--- src/hw/rtl/pcmdm_pkg.sv ---
// ----------------------------------------------------------------------------
// PCM downmix package
// Shared widths, reset values, register indexes and bundle types of the block.
// ----------------------------------------------------------------------------
package pcmdm_pkg;

  localparam int unsigned MAX_CHANNELS_DEF = 8;

  localparam int unsigned SAMPLE_W = 32;
  localparam int unsigned PCM_W    = 16;
  localparam int unsigned SUM_W    = 20;
  localparam int unsigned SB_W     = 3;
  localparam int unsigned CC_W     = 4;
  localparam int unsigned CHAN_W   = 5;

  localparam int PCM_MIN = -32768;
  localparam int PCM_MAX = 32767;

  localparam int unsigned APB_ADDR_W = 3;
  localparam int unsigned APB_DATA_W = 32;

  localparam logic [SB_W-1:0] SB_RESET = 3'd2;
  localparam logic [CC_W-1:0] CC_RESET = 4'd2;

  localparam logic [SB_W-1:0] SB_ONE   = 3'd1;
  localparam logic [SB_W-1:0] SB_TWO   = 3'd2;
  localparam logic [SB_W-1:0] SB_THREE = 3'd3;
  localparam logic [SB_W-1:0] SB_FOUR  = 3'd4;

  localparam logic [7:0] U8_OFFSET = 8'd128;

  typedef enum logic {
    REG_SAMPLE_BYTES  = 1'b0,
    REG_CHANNEL_COUNT = 1'b1
  } pcmdm_reg_e;

  typedef struct packed {
    logic [SB_W-1:0] sample_bytes;
    logic [CC_W-1:0] channel_count;
  } pcmdm_cfg_t;

  typedef struct packed {
    logic [SAMPLE_W-1:0] sample_word;
    logic                end_of_block;
  } pcmdm_item_t;

  typedef struct packed {
    logic        valid;
    pcmdm_item_t item;
  } pcmdm_stage_t;

endpackage

--- src/hw/rtl/pcmdm_sample_if.sv ---
// ----------------------------------------------------------------------------
// PCM sample channel
// Valid/ready channel that carries one raw channel sample per transfer.
// ----------------------------------------------------------------------------
interface pcmdm_sample_if;
  logic                          valid;
  logic                          ready;
  logic [pcmdm_pkg::SAMPLE_W-1:0] sample_word;
  logic                          end_of_block;

  modport source (output valid, output sample_word, output end_of_block, input ready);
  modport sink   (input valid, input sample_word, input end_of_block, output ready);
endinterface

--- src/hw/rtl/pcmdm_result_if.sv ---
// ----------------------------------------------------------------------------
// PCM stereo result channel
// Valid/ready channel that carries one saturated stereo frame per transfer.
// ----------------------------------------------------------------------------
interface pcmdm_result_if;
  logic                              valid;
  logic                              ready;
  logic signed [pcmdm_pkg::PCM_W-1:0] left_out;
  logic signed [pcmdm_pkg::PCM_W-1:0] right_out;

  modport source (output valid, output left_out, output right_out, input ready);
  modport sink   (input valid, input left_out, input right_out, output ready);
endinterface

--- src/hw/rtl/pcmdm_cfg_regs.sv ---
// ----------------------------------------------------------------------------
// PCM downmix configuration registers
// APB-style register file holding the sample size and the channel count.
// ----------------------------------------------------------------------------
module pcmdm_cfg_regs (
  input  logic                             clk_i,
  input  logic                             rst_ni,
  input  logic                             psel,
  input  logic                             penable,
  input  logic                             pwrite,
  input  logic [pcmdm_pkg::APB_ADDR_W-1:0] paddr,
  input  logic [pcmdm_pkg::APB_DATA_W-1:0] pwdata,
  output logic [pcmdm_pkg::APB_DATA_W-1:0] prdata,
  output logic                             pready,
  output pcmdm_pkg::pcmdm_cfg_t            cfg_o
);
  import pcmdm_pkg::*;

  pcmdm_cfg_t cfg_q;
  pcmdm_reg_e reg_sel;
  logic       wr_en;

  assign reg_sel = pcmdm_reg_e'(paddr[2]);
  assign wr_en   = psel & penable & pwrite;
  assign pready  = 1'b1;
  assign cfg_o   = cfg_q;

  always_ff @(posedge clk_i or negedge rst_ni) begin
    if (!rst_ni) begin
      cfg_q.sample_bytes  <= SB_RESET;
      cfg_q.channel_count <= CC_RESET;
    end else if (wr_en) begin
      unique case (reg_sel)
        REG_SAMPLE_BYTES:  cfg_q.sample_bytes  <= pwdata[SB_W-1:0];
        REG_CHANNEL_COUNT: cfg_q.channel_count <= pwdata[CC_W-1:0];
        default: ;
      endcase
    end
  end

  always_comb begin
    unique case (reg_sel)
      REG_SAMPLE_BYTES:  prdata = APB_DATA_W'(cfg_q.sample_bytes);
      REG_CHANNEL_COUNT: prdata = APB_DATA_W'(cfg_q.channel_count);
      default:           prdata = '0;
    endcase
  end

endmodule

--- src/hw/rtl/pcmdm_input_stage.sv ---
// ----------------------------------------------------------------------------
// PCM downmix input stage
// Registers each accepted sample and holds it until the core takes it.
// ----------------------------------------------------------------------------
module pcmdm_input_stage (
  input  logic                    clk_i,
  input  logic                    rst_ni,
  pcmdm_sample_if.sink            sample_i,
  input  logic                    advance_i,
  output pcmdm_pkg::pcmdm_stage_t stage_o
);
  import pcmdm_pkg::*;

  logic        valid_q;
  logic        valid_d;
  pcmdm_item_t item_q;
  logic        accept;

  assign sample_i.ready = !valid_q || advance_i;
  assign accept         = sample_i.valid && sample_i.ready;

  always_comb begin
    valid_d = valid_q;
    if (accept) begin
      valid_d = 1'b1;
    end else if (advance_i) begin
      valid_d = 1'b0;
    end
  end

  always_ff @(posedge clk_i or negedge rst_ni) begin
    if (!rst_ni) begin
      valid_q <= 1'b0;
    end else begin
      valid_q <= valid_d;
    end
  end

  always_ff @(posedge clk_i) begin
    if (accept) begin
      item_q.sample_word  <= sample_i.sample_word;
      item_q.end_of_block <= sample_i.end_of_block;
    end
  end

  assign stage_o.valid = valid_q;
  assign stage_o.item  = item_q;

endmodule

--- src/hw/rtl/pcmdm_core.sv ---
// ----------------------------------------------------------------------------
// PCM downmix core
// Converts one sample to 16 bits, accumulates the frame and registers results.
// ----------------------------------------------------------------------------
module pcmdm_core #(
  parameter int unsigned MAX_CHANNELS = pcmdm_pkg::MAX_CHANNELS_DEF
) (
  input  logic                    clk_i,
  input  logic                    rst_ni,
  input  pcmdm_pkg::pcmdm_cfg_t   cfg_i,
  input  pcmdm_pkg::pcmdm_stage_t stage_i,
  output logic                    advance_o,
  pcmdm_result_if.source          result_o
);
  import pcmdm_pkg::*;

  localparam int unsigned POS_W = (MAX_CHANNELS > 1) ? $clog2(MAX_CHANNELS) : 1;
  localparam logic [CHAN_W-1:0] MAX_CH = CHAN_W'(MAX_CHANNELS);

  function automatic logic signed [PCM_W-1:0] clamp16(input logic signed [SUM_W-1:0] v);
    logic signed [PCM_W-1:0] r;
    if (v < SUM_W'(PCM_MIN)) begin
      r = PCM_W'(PCM_MIN);
    end else if (v > SUM_W'(PCM_MAX)) begin
      r = PCM_W'(PCM_MAX);
    end else begin
      r = v[PCM_W-1:0];
    end
    return r;
  endfunction

  logic signed [SUM_W-1:0] left_sum_q, left_sum_d;
  logic signed [SUM_W-1:0] right_sum_q, right_sum_d;
  logic        [POS_W-1:0] pos_q, pos_d;
  logic                    out_valid_q, out_valid_d;
  logic signed [PCM_W-1:0] left_q, left_d;
  logic signed [PCM_W-1:0] right_q, right_d;

  logic [SAMPLE_W-1:0]     word;
  logic [CHAN_W-1:0]       cc_ext;
  logic [CHAN_W-1:0]       chans;
  logic [CHAN_W-1:0]       pos_inc;
  logic                    size_ok;
  logic signed [PCM_W-1:0] value;
  logic signed [PCM_W-1:0] bias;
  logic signed [PCM_W-1:0] half;
  logic signed [SUM_W-1:0] value_ext;
  logic signed [SUM_W-1:0] half_ext;
  logic signed [SUM_W-1:0] left_new;
  logic signed [SUM_W-1:0] right_new;
  logic signed [PCM_W-1:0] left_sat;

  assign word = stage_i.item.sample_word;

  always_comb begin
    cc_ext = CHAN_W'(cfg_i.channel_count);
    chans  = (cc_ext == '0) ? CHAN_W'(2) : cc_ext;
    if (chans > MAX_CH) begin
      chans = MAX_CH;
    end
  end

  always_comb begin
    size_ok = 1'b1;
    case (cfg_i.sample_bytes)
      SB_ONE:   value = $signed({word[7:0] - U8_OFFSET, 8'h00});
      SB_TWO:   value = $signed(word[15:0]);
      SB_THREE: value = $signed(word[23:8]);
      SB_FOUR:  value = $signed(word[31:16]);
      default: begin
        value   = '0;
        size_ok = 1'b0;
      end
    endcase
  end

  // Halving rounds toward zero, so negative values are biased by one first.
  assign bias      = $signed(PCM_W'(value[PCM_W-1]));
  assign half      = (value + bias) >>> 1;
  assign value_ext = SUM_W'(value);
  assign half_ext  = SUM_W'(half);
  assign pos_inc   = CHAN_W'(pos_q) + CHAN_W'(1);

  always_comb begin
    if (pos_q == '0) begin
      left_new  = left_sum_q + value_ext;
      right_new = right_sum_q;
    end else if (pos_q == POS_W'(1)) begin
      left_new  = left_sum_q;
      right_new = right_sum_q + value_ext;
    end else begin
      left_new  = left_sum_q + half_ext;
      right_new = right_sum_q + half_ext;
    end
  end

  assign left_sat  = clamp16(left_new);
  assign advance_o = stage_i.valid && (!out_valid_q || result_o.ready);

  always_comb begin
    left_sum_d  = left_sum_q;
    right_sum_d = right_sum_q;
    pos_d       = pos_q;
    out_valid_d = out_valid_q && !result_o.ready;
    left_d      = left_q;
    right_d     = right_q;
    if (advance_o) begin
      out_valid_d = 1'b0;
      if (size_ok) begin
        if (pos_inc >= chans) begin
          out_valid_d = 1'b1;
          left_d      = left_sat;
          right_d     = (chans == CHAN_W'(1)) ? left_sat : clamp16(right_new);
          left_sum_d  = '0;
          right_sum_d = '0;
          pos_d       = '0;
        end else begin
          left_sum_d  = left_new;
          right_sum_d = right_new;
          pos_d       = pos_inc[POS_W-1:0];
        end
      end
      if (stage_i.item.end_of_block) begin
        left_sum_d  = '0;
        right_sum_d = '0;
        pos_d       = '0;
      end
    end
  end

  always_ff @(posedge clk_i or negedge rst_ni) begin
    if (!rst_ni) begin
      left_sum_q  <= '0;
      right_sum_q <= '0;
      pos_q       <= '0;
      out_valid_q <= 1'b0;
    end else begin
      left_sum_q  <= left_sum_d;
      right_sum_q <= right_sum_d;
      pos_q       <= pos_d;
      out_valid_q <= out_valid_d;
    end
  end

  always_ff @(posedge clk_i) begin
    left_q  <= left_d;
    right_q <= right_d;
  end

  assign result_o.valid     = out_valid_q;
  assign result_o.left_out  = left_q;
  assign result_o.right_out = right_q;

endmodule

--- src/hw/rtl/pcm_to_stereo16_downmix_unit.sv ---
// ----------------------------------------------------------------------------
// PCM to stereo 16-bit downmix unit
// Converts interleaved PCM channel samples and folds each frame to stereo.
// ----------------------------------------------------------------------------
// One channel sample is accepted per cycle while the result register is free
// or its frame is being taken. A sample is held in the input register and
// passes to the result register when the core advances, so a frame result is
// presented from the result register after the transfer of its last sample.
// The combinational convert, accumulate and saturate path sustains one sample
// per clock while results are taken. The result register holds a frame until
// it is taken while the next sample waits in the input register. Channels 0
// and 1 feed left and right, further channels add half their value to both
// sides, and a mono frame is copied to both sides. A sample marked as the end
// of a block discards any partial frame. Registers: sample_bytes at address 0,
// channel_count at address 4.
module pcm_to_stereo16_downmix_unit #(
  parameter int unsigned MAX_CHANNELS = pcmdm_pkg::MAX_CHANNELS_DEF
) (
  input  logic                             clk_i,
  input  logic                             rst_ni,
  input  logic                             psel,
  input  logic                             penable,
  input  logic                             pwrite,
  input  logic [pcmdm_pkg::APB_ADDR_W-1:0] paddr,
  input  logic [pcmdm_pkg::APB_DATA_W-1:0] pwdata,
  output logic [pcmdm_pkg::APB_DATA_W-1:0] prdata,
  output logic                             pready,
  pcmdm_sample_if.sink                     sample_i,
  pcmdm_result_if.source                   result_o
);
  import pcmdm_pkg::*;

  pcmdm_cfg_t   cfg;
  pcmdm_stage_t stage;
  logic         advance;

  pcmdm_cfg_regs u_cfg_regs (
    .clk_i   (clk_i),
    .rst_ni  (rst_ni),
    .psel    (psel),
    .penable (penable),
    .pwrite  (pwrite),
    .paddr   (paddr),
    .pwdata  (pwdata),
    .prdata  (prdata),
    .pready  (pready),
    .cfg_o   (cfg)
  );

  pcmdm_input_stage u_input_stage (
    .clk_i     (clk_i),
    .rst_ni    (rst_ni),
    .sample_i  (sample_i),
    .advance_i (advance),
    .stage_o   (stage)
  );

  pcmdm_core #(
    .MAX_CHANNELS (MAX_CHANNELS)
  ) u_core (
    .clk_i     (clk_i),
    .rst_ni    (rst_ni),
    .cfg_i     (cfg),
    .stage_i   (stage),
    .advance_o (advance),
    .result_o  (result_o)
  );

endmodule

--- src/flat_wrapper.sv ---
// flat-port wrapper written by rule: the top's interface ports become plain ports
module pcm_to_stereo16_downmix_unit_flat import pcmdm_pkg::*;
#(
  parameter int unsigned MAX_CHANNELS = pcmdm_pkg::MAX_CHANNELS_DEF
)
  (clk_i, rst_ni, psel, penable, pwrite, paddr, pwdata, prdata, pready, sample_i_valid, sample_i_sample_word, sample_i_end_of_block, sample_i_ready, result_o_valid, result_o_left_out, result_o_right_out, result_o_ready);
  pcmdm_sample_if sample_i_i ();
  pcmdm_result_if result_o_i ();
  input  logic clk_i;
  input  logic rst_ni;
  input  logic psel;
  input  logic penable;
  input  logic pwrite;
  input  logic [pcmdm_pkg::APB_ADDR_W-1:0] paddr;
  input  logic [pcmdm_pkg::APB_DATA_W-1:0] pwdata;
  output logic [pcmdm_pkg::APB_DATA_W-1:0] prdata;
  output logic pready;
  input wire logic [$bits(sample_i_i.valid)-1:0] sample_i_valid;
  input wire logic [$bits(sample_i_i.sample_word)-1:0] sample_i_sample_word;
  input wire logic [$bits(sample_i_i.end_of_block)-1:0] sample_i_end_of_block;
  output wire logic [$bits(sample_i_i.ready)-1:0] sample_i_ready;
  output wire logic [$bits(result_o_i.valid)-1:0] result_o_valid;
  output wire logic [$bits(result_o_i.left_out)-1:0] result_o_left_out;
  output wire logic [$bits(result_o_i.right_out)-1:0] result_o_right_out;
  input wire logic [$bits(result_o_i.ready)-1:0] result_o_ready;
  assign sample_i_i.valid = sample_i_valid;
  assign sample_i_i.sample_word = sample_i_sample_word;
  assign sample_i_i.end_of_block = sample_i_end_of_block;
  assign sample_i_ready = sample_i_i.ready;
  assign result_o_valid = result_o_i.valid;
  assign result_o_left_out = result_o_i.left_out;
  assign result_o_right_out = result_o_i.right_out;
  assign result_o_i.ready = result_o_ready;
  pcm_to_stereo16_downmix_unit #(.MAX_CHANNELS(MAX_CHANNELS)) u_core (.clk_i(clk_i), .rst_ni(rst_ni), .psel(psel), .penable(penable), .pwrite(pwrite), .paddr(paddr), .pwdata(pwdata), .prdata(prdata), .pready(pready), .sample_i(sample_i_i), .result_o(result_o_i));
endmodule
--- config.mk ---
export PLATFORM = sky130hd
export DESIGN_NAME = pcm_to_stereo16_downmix_unit_flat
export DESIGN_NICKNAME = d
export VERILOG_FILES = /design/src/hw/rtl/pcmdm_pkg.sv /design/src/hw/rtl/pcmdm_sample_if.sv /design/src/hw/rtl/pcmdm_result_if.sv /design/src/hw/rtl/pcmdm_cfg_regs.sv /design/src/hw/rtl/pcmdm_input_stage.sv /design/src/hw/rtl/pcmdm_core.sv /design/src/hw/rtl/pcm_to_stereo16_downmix_unit.sv /design/src/flat_wrapper.sv
export SDC_FILE = /design/constraint.sdc
export NUM_CORES = 1
export LEC_CHECK = 0
export ABC_AREA = 1
export BUFFER_PORTS_ARGS = -buffer_cell sky130_fd_sc_hd__buf_4
export CAP_MARGIN = 10
export CORE_ASPECT_RATIO = 1.25
export CORE_MARGIN = 2
export CORE_UTILIZATION = 62
export CTS_BUF_LIST = sky130_fd_sc_hd__clkbuf_8
export DETAILED_ROUTE_END_ITERATION = 16
export PLACE_DENSITY = 0.95
export SLEW_MARGIN = 0
export SYNTH_ARGS = -nofsm -noshare
export SYNTH_HDL_FRONTEND = slang
export SYNTH_HIERARCHICAL = 1
export SYNTH_SLANG_ARGS = --single-unit
--- constraint.sdc ---
create_clock -name clk_i -period 11.3 [get_ports clk_i]
set_clock_uncertainty 0.15 [all_clocks]
set_input_delay 2.26 -clock clk_i [delete_from_list [all_inputs] [get_ports clk_i]]
set_output_delay 2.26 -clock clk_i [all_outputs]
set_load 0.02 [all_outputs]
=== After elaboration in Yosys (flattened, before gate mapping) ===
Index checks and enable logic that the tools add are counted.

* Add/sub/neg operators: 7
* Order comparisons: 6
* Equal/unequal tests: 6
* Multiplexer cells: 28
* Bitwise gates (word level): 3
* Reduce and logical (&&, ||, !) cells: 17

{| class="wikitable"
|+ Operators with widths
! operator !! number
|-
| $mux W20 || 10
|-
| $mux W16 || 5
|-
| $pmux W16 S4 || 1
|-
| $pmux W32 S2 || 1
|-
| $add A20 B15 Y20 || 2
|-
| $add A20 B16 Y20 || 2
|-
| $gt A20 B16 Y1 const B || 2
|-
| $lt A20 B16 Y1 const B || 2
|-
| $add A16 B2 Y16 || 1
|-
| $mux W3 || 3
|-
| $mux W4 || 2
|-
| $sub A8 B8 Y8 const B || 1
|-
| $eq A3 B1 Y1 const B || 2
|-
| $eq A3 B2 Y1 const B || 2
|-
| $mux W1 || 6
|-
| $reduce_and A2 Y1 || 3
|-
| $add A3 B1 Y4 const B || 1
|-
| $eq A4 B1 Y1 const B || 1
|-
| $ge A4 B4 Y1 || 1
|-
| $gt A4 B4 Y1 const B || 1
|-
| $logic_not A4 Y1 || 1
|-
| $reduce_bool A2 Y1 || 2
|-
| $reduce_or A4 Y1 || 1
|-
| $eq A3 B3 Y1 const B || 1
|-
| 7 further kinds || 13
|}

* Bits in registers: 117

=== Logic depth before layout (Yosys ltp) ===
* Word-level depth: 10
* Gate-level depth with buffers: 34

=== Modules after synthesis ===
Netlist, hierarchy kept.

{| class="wikitable"
|+ By module, submodules not included
! module !! instances !! cells an instance !! area each (µm²) !! seq. area each (µm²)
|-
| pcmdm_core || 1 || 1182 || 8170.3 || 2062.0
|-
| pcmdm_input_stage || 1 || 40 || 1043.5 || 1016.0
|-
| pcmdm_cfg_regs || 1 || 77 || 596.8 || 177.7
|}

=== Least setup slack after synthesis ===
OpenSTA, ideal clock, no wires.

* Path type: input-to-output
* Start point: input paddr[2] in the netlist's numbering
* End point: output prdata[2] in the netlist's numbering
* Arrival time: 2.658 ns
* Required time: 8.890 ns
* Path slack: 6.232 ns
* Stages: 4
* Buffers on the path: 1
* Path through: buf_6 -> clkinv_2 -> nand2_1 -> nand2_1

* Word-level cells in the longest chain between the ends: 2

{| class="wikitable"
|+ RTL lines
! what !! line !! text
|-
| start, declared || flat_wrapper.sv:14 || <nowiki>input logic [pcmdm_pkg::APB_ADDR_W-1:0] paddr;</nowiki>
|-
| $not A1 Y1 || -- ||
|-
| $pmux W32 S2 (*) || pcmdm_cfg_regs.sv:42 || <nowiki>unique case (reg_sel)</nowiki>
|-
| end, declared || flat_wrapper.sv:16 || <nowiki>output logic [pcmdm_pkg::APB_DATA_W-1:0] prdata;</nowiki>
|}

Every way passes the cells marked *; elsewhere a longest branch is shown, timed or not. The select of a mux whose other input is x is not followed.

=== Final worst setup path ===
* Start point: register u_core.u_cfg_regs.cfg_q, in the netlist u_core/u_cfg_regs/cfg_o[5]
* End point: register u_core.u_core.right_q[1] (netlist: u_core/u_core/result_o.right_out[1]) (data pin)

* Word-level cells in the longest chain between the ends: 10
* Elaborated cells on any way between the ends: 23
* Classes of those cells: add/sub (5); order compare (4); eq/ne (4); mux (10)

{| class="wikitable"
|+ RTL lines
! what !! line !! text
|-
| start, declared || pcmdm_cfg_regs.sv:19 || <nowiki>pcmdm_cfg_t cfg_q;</nowiki>
|-
| $eq A3 B3 Y1 (tied with other cells) || pcmdm_core.sv:65 || <nowiki>case (cfg_i.sample_bytes)</nowiki>
|-
| $pmux W16 S4 (*) || pcmdm_core.sv:65 ||
|-
| $add A16 B2 Y16 || pcmdm_core.sv:79 || <nowiki>assign half = (value + bias) >>> 1;</nowiki>
|-
| $add A20 B15 Y20 (on tied branches) || pcmdm_core.sv:93, pcmdm_core.sv:92 ||
|-
| $mux W20 || pcmdm_core.sv:88 || <nowiki>end else if (pos_q == POS_W'(1)) begin</nowiki>
|-
| $mux W20 || pcmdm_core.sv:85 || <nowiki>if (pos_q == '0) begin</nowiki>
|-
| $gt A20 B16 Y1 || pcmdm_core.sv:24 || <nowiki>end else if (v > SUM_W'(PCM_MAX)) begin</nowiki>
|-
| $mux W16 || pcmdm_core.sv:24 ||
|-
| $mux W16 || pcmdm_core.sv:22 || <nowiki>if (v < SUM_W'(PCM_MIN)) begin</nowiki>
|-
| $mux W16 (*) || pcmdm_core.sv:113 || <nowiki>right_d = (chans == CHAN_W'(1)) ? left_sat : clamp16(right_new);</nowiki>
|-
| end signal, assigned || pcmdm_core.sv:147 || <nowiki>right_q <= right_d;</nowiki>
|-
| end, declared || pcmdm_core.sv:37 || <nowiki>logic signed [PCM_W-1:0] right_q, right_d;</nowiki>
|}

Every way passes the cells marked *; elsewhere a longest branch is shown, timed or not.
A chain may end at the register's enable or synchronous reset.

==> reports/metrics.csv <==
metric,value,unit
post-DR wirelength/cell,16.91,µm
Worst Path Arrival,6.20,ns
final setup violating endpoints,0,
Lkg Pwr,0.005244,µW
die width,116.5,µm
post-layout minimum cycle time,6.142,ns
status,finished clean,
Post-Syn Instances,1299,
GRT Residual Overflow,0,
"Worst Path Class, Setup",reg -> reg,
RSZ-0062 raised after global routing,no,
row cnt,51,
synthesized area,0.009811,mm²
Initial DRT Pass Iterations,6,
Initial Utilization,63.27,%
Port Buffer Count,82,
gpl congestion,1.044,
die height,144.6,µm
post-synthesis sequential area ratio,33.18,%
Post-synth top flop,edfxtp_1,
Setup crit start kind,flip-flop,
VDD IR max,0.2475,mV
Synth cell types,57,
Bufs and invs on worst path,3,
antenna violations before repair,0,
DRT iter0 DRCs,972,
Seq pwr share,23.5,%
synthesized area per cell,7.552,µm²
CTS tree,yes,
Sum Neg Setup Slack,0,ns
setup bufs post-CTS,0,
hold crit path type,reg -> reg,
layout cell share with drive strength beyond 1,14.02,%
Floorplan Core Area,0.01551,mm²
Synth async-reset ratio,44.44,%
Combinational Power Share,63.4,%
pwr/cell area,288.9,mW/mm²
CTS Root Cell,clkbuf_8,
CP Max Fanout,18,
die footprint,0.01685,mm²
clock sink count,117,
CP Data Required Time,11.36,ns
H-Tree Level Count,4,
Fin. Hold Viols,0,
cell mode on critical path,nand2_1,
slew margin rel.,19.64,%
vias,9453,
total wire length,26870,µm
Tot Pwr,3113,µW
total track usage,33.08,%
vias in the first global route,8837,
DR DRC count,0,
Place WS,5.388,ns
Clock Pin Slew Worst Setup and Hold Paths,0.08,ns
slowest CP cell,dfstp_2,
yosys warns,6,
Longest Clk Path Bufs,2,
crit-path max cell delay,0.85,ns
worst slew pin tran,1.204,ns
post-route ant nets,0,
"Area growth, synth to finish",9.820,%
Clk network pwr share,13.1,%
P_sw,1648,µW
global-route wire length before repair,42780,µm
switch share,52.93,%
Max Freq,162.8,MHz
critical path's top delay family,simple AND/OR/NAND/NOR gates,
largest net degree at the start of global routing,57,
max_cap viols,0,
Yosys reg bits,117,
# nets final,1516,
Slew Limit Fails,0,
ant diodes,0,
"Hold-fix buffers, CTS",0,
clock latency on the worst-skew pair,0.46,ns
vias per inst,5.949,
IO Pins,142,
final period utilization,54.36,%
post-cts resize count,0,
TritonCTS Buffers,17,
Internal Pwr Total,1465,µW
post-route setup slack,5.158,ns
crit end category,flip-flop,
"EDFF count, synth",65,
DP Wirelength,19630,µm
tightest hold or removal path: cells and delay by family (launching register included):
family	cells	cell delay, ns
DFF	1	0.39
and+or+nand+nor	2	0.10
power groups by stage:
stage	combinational (µW)	clock, µW	sequential (µW)
finish	1970	408	733
detailed placement	1910	0	738
floorplan	1450	0	759
CTS	1920	411	731
global placement	1850	0	733
global route	2170	428	743
area by class of cell:
| cell class | instances | area, µm² |
|---|---|---|
| tap | 212 | 265.3 |
| clock inverter | 15 | 168.9 |
| timing repair buffer | 91 | 683.2 |
| clock buffer | 17 | 234.0 |
| inverter | 128 | 491.7 |
| fill | 1289 | 4732 |
| multi-input combinational | 1009 | 5675 |
| sequential | 117 | 3256 |
cells in the mapped netlist, types with 9 or more instances:
library cell  count  area share (%)
o21ai_0         132             6.7
a21oi_2          11            0.98
buf_6             9             1.0
buf_4            35             2.7
ha_1             74             9.4
nor2_2           10            0.64
nand4_1          24             1.5
edfxtp_1         65              20
xnor2_1          10            0.89
nand3_1         100             5.1
clkbuf_1         21            0.80
a21oi_1          94             4.8
nor2_1           76             2.9
inv_1           116             4.4
dfrtp_1          50              13
o22ai_1          20             1.3
nand2_2          11            0.70
nand2_1         315              12
xor2_1           28             2.5
registers in the layout, summed over array words and instances, names as in the netlist:
register	flops
u_core/u_core/result_o.left_out	16
u_core/u_core/right_sum_q	20
u_core/u_cfg_regs/cfg_o	7
u_core/u_core/result_o.right_out	16
u_core/u_core/pos_q	3
u_core/u_input_stage/valid_q	1
u_core/u_core/result_o.valid	1
u_core/u_core/left_sum_q	20
u_core/u_input_stage/stage_o	33
final timing paths:
| check | from | to | slack, ns | cells after the start |
|---|---|---|---|---|
| setup / recovery | u_core/u_cfg_regs/cfg_o[5]$_DFFE_PN1P_ | u_core/u_core/result_o.right_out[1]$_DFFE_PP_ | 5.16 | 31 |
| hold / removal | u_core/u_cfg_regs/cfg_o[1]$_DFFE_PN1P_ | u_core/u_cfg_regs/cfg_o[1]$_DFFE_PN1P_ | 0.34 | 2 |
| setup reg to reg | u_core/u_cfg_regs/cfg_o[5]$_DFFE_PN1P_ | u_core/u_core/result_o.right_out[1]$_DFFE_PP_ | 5.16 | 31 |
| hold reg to reg | u_core/u_cfg_regs/cfg_o[1]$_DFFE_PN1P_ | u_core/u_cfg_regs/cfg_o[1]$_DFFE_PN1P_ | 0.34 | 2 |
| max in group asynchronous | rst_ni | u_core/u_core/left_sum_q[17]$_DFFE_PN0P_ | 8.81 | 1 |
| min in group asynchronous | rst_ni | u_core/u_cfg_regs/cfg_o[3]$_DFFE_PN0P_ | 1.70 | 1 |
cells by family after synthesis:
group                    after synthesis  share of synthesized area, %
AND/OR/NAND/NOR                      573                         26.76
AO/OA/AOI/OAI                        292                         16.50
buffers and inverters                200                         10.04
flip-flops                           117                         33.18
adder cells (fa/ha/maj)               77                         10.05
XOR/XNOR                              38                         3.392
other                                  2                       0.07655
cell usage in the layout, fill, tap and decap left out, types with 24 or more instances in the layout:
cell type	count
dfrtp_1	50
nand2_1	315
ha_1	74
o21ai_0	132
edfxtp_1	65
nand3_1	100
conb_1	29
buf_4	91
xor2_1	28
nand4_1	24
a21oi_1	93
nor2_1	76
inv_1	116
through the flow:
stage | hold WS, ns | instance area, µm² | utilization [%] | std cells
6_report | 0.3421 | 10770 | 69.48 | 1589
5_1_grt | 0.3742 | 10770 | 69.48 | 1589
4_1_cts | 0.3436 | 10770 | 69.48 | 1589
3_5_place_dp | 0.3303 | 10370 | 66.88 | 1557
3_3_place_gp | 0.3280 | 10370 | 66.88 | 1557
2_1_floorplan | 0.3081 | 9912 | - | 1326
routing by layer:
metal | up-vias | share of wire, % | GRT usage (%)
met4 | 0 | 6.7 | 22.31
met2 | 528 | 48 | 55.20
met1 | 4301 | 37 | 38.10
met5 | - | 0 | 0
met3 | 129 | 8.5 | 6.538
li1 | 4495 | - | -
Note: power is estimated with default switching activity, not from simulation.
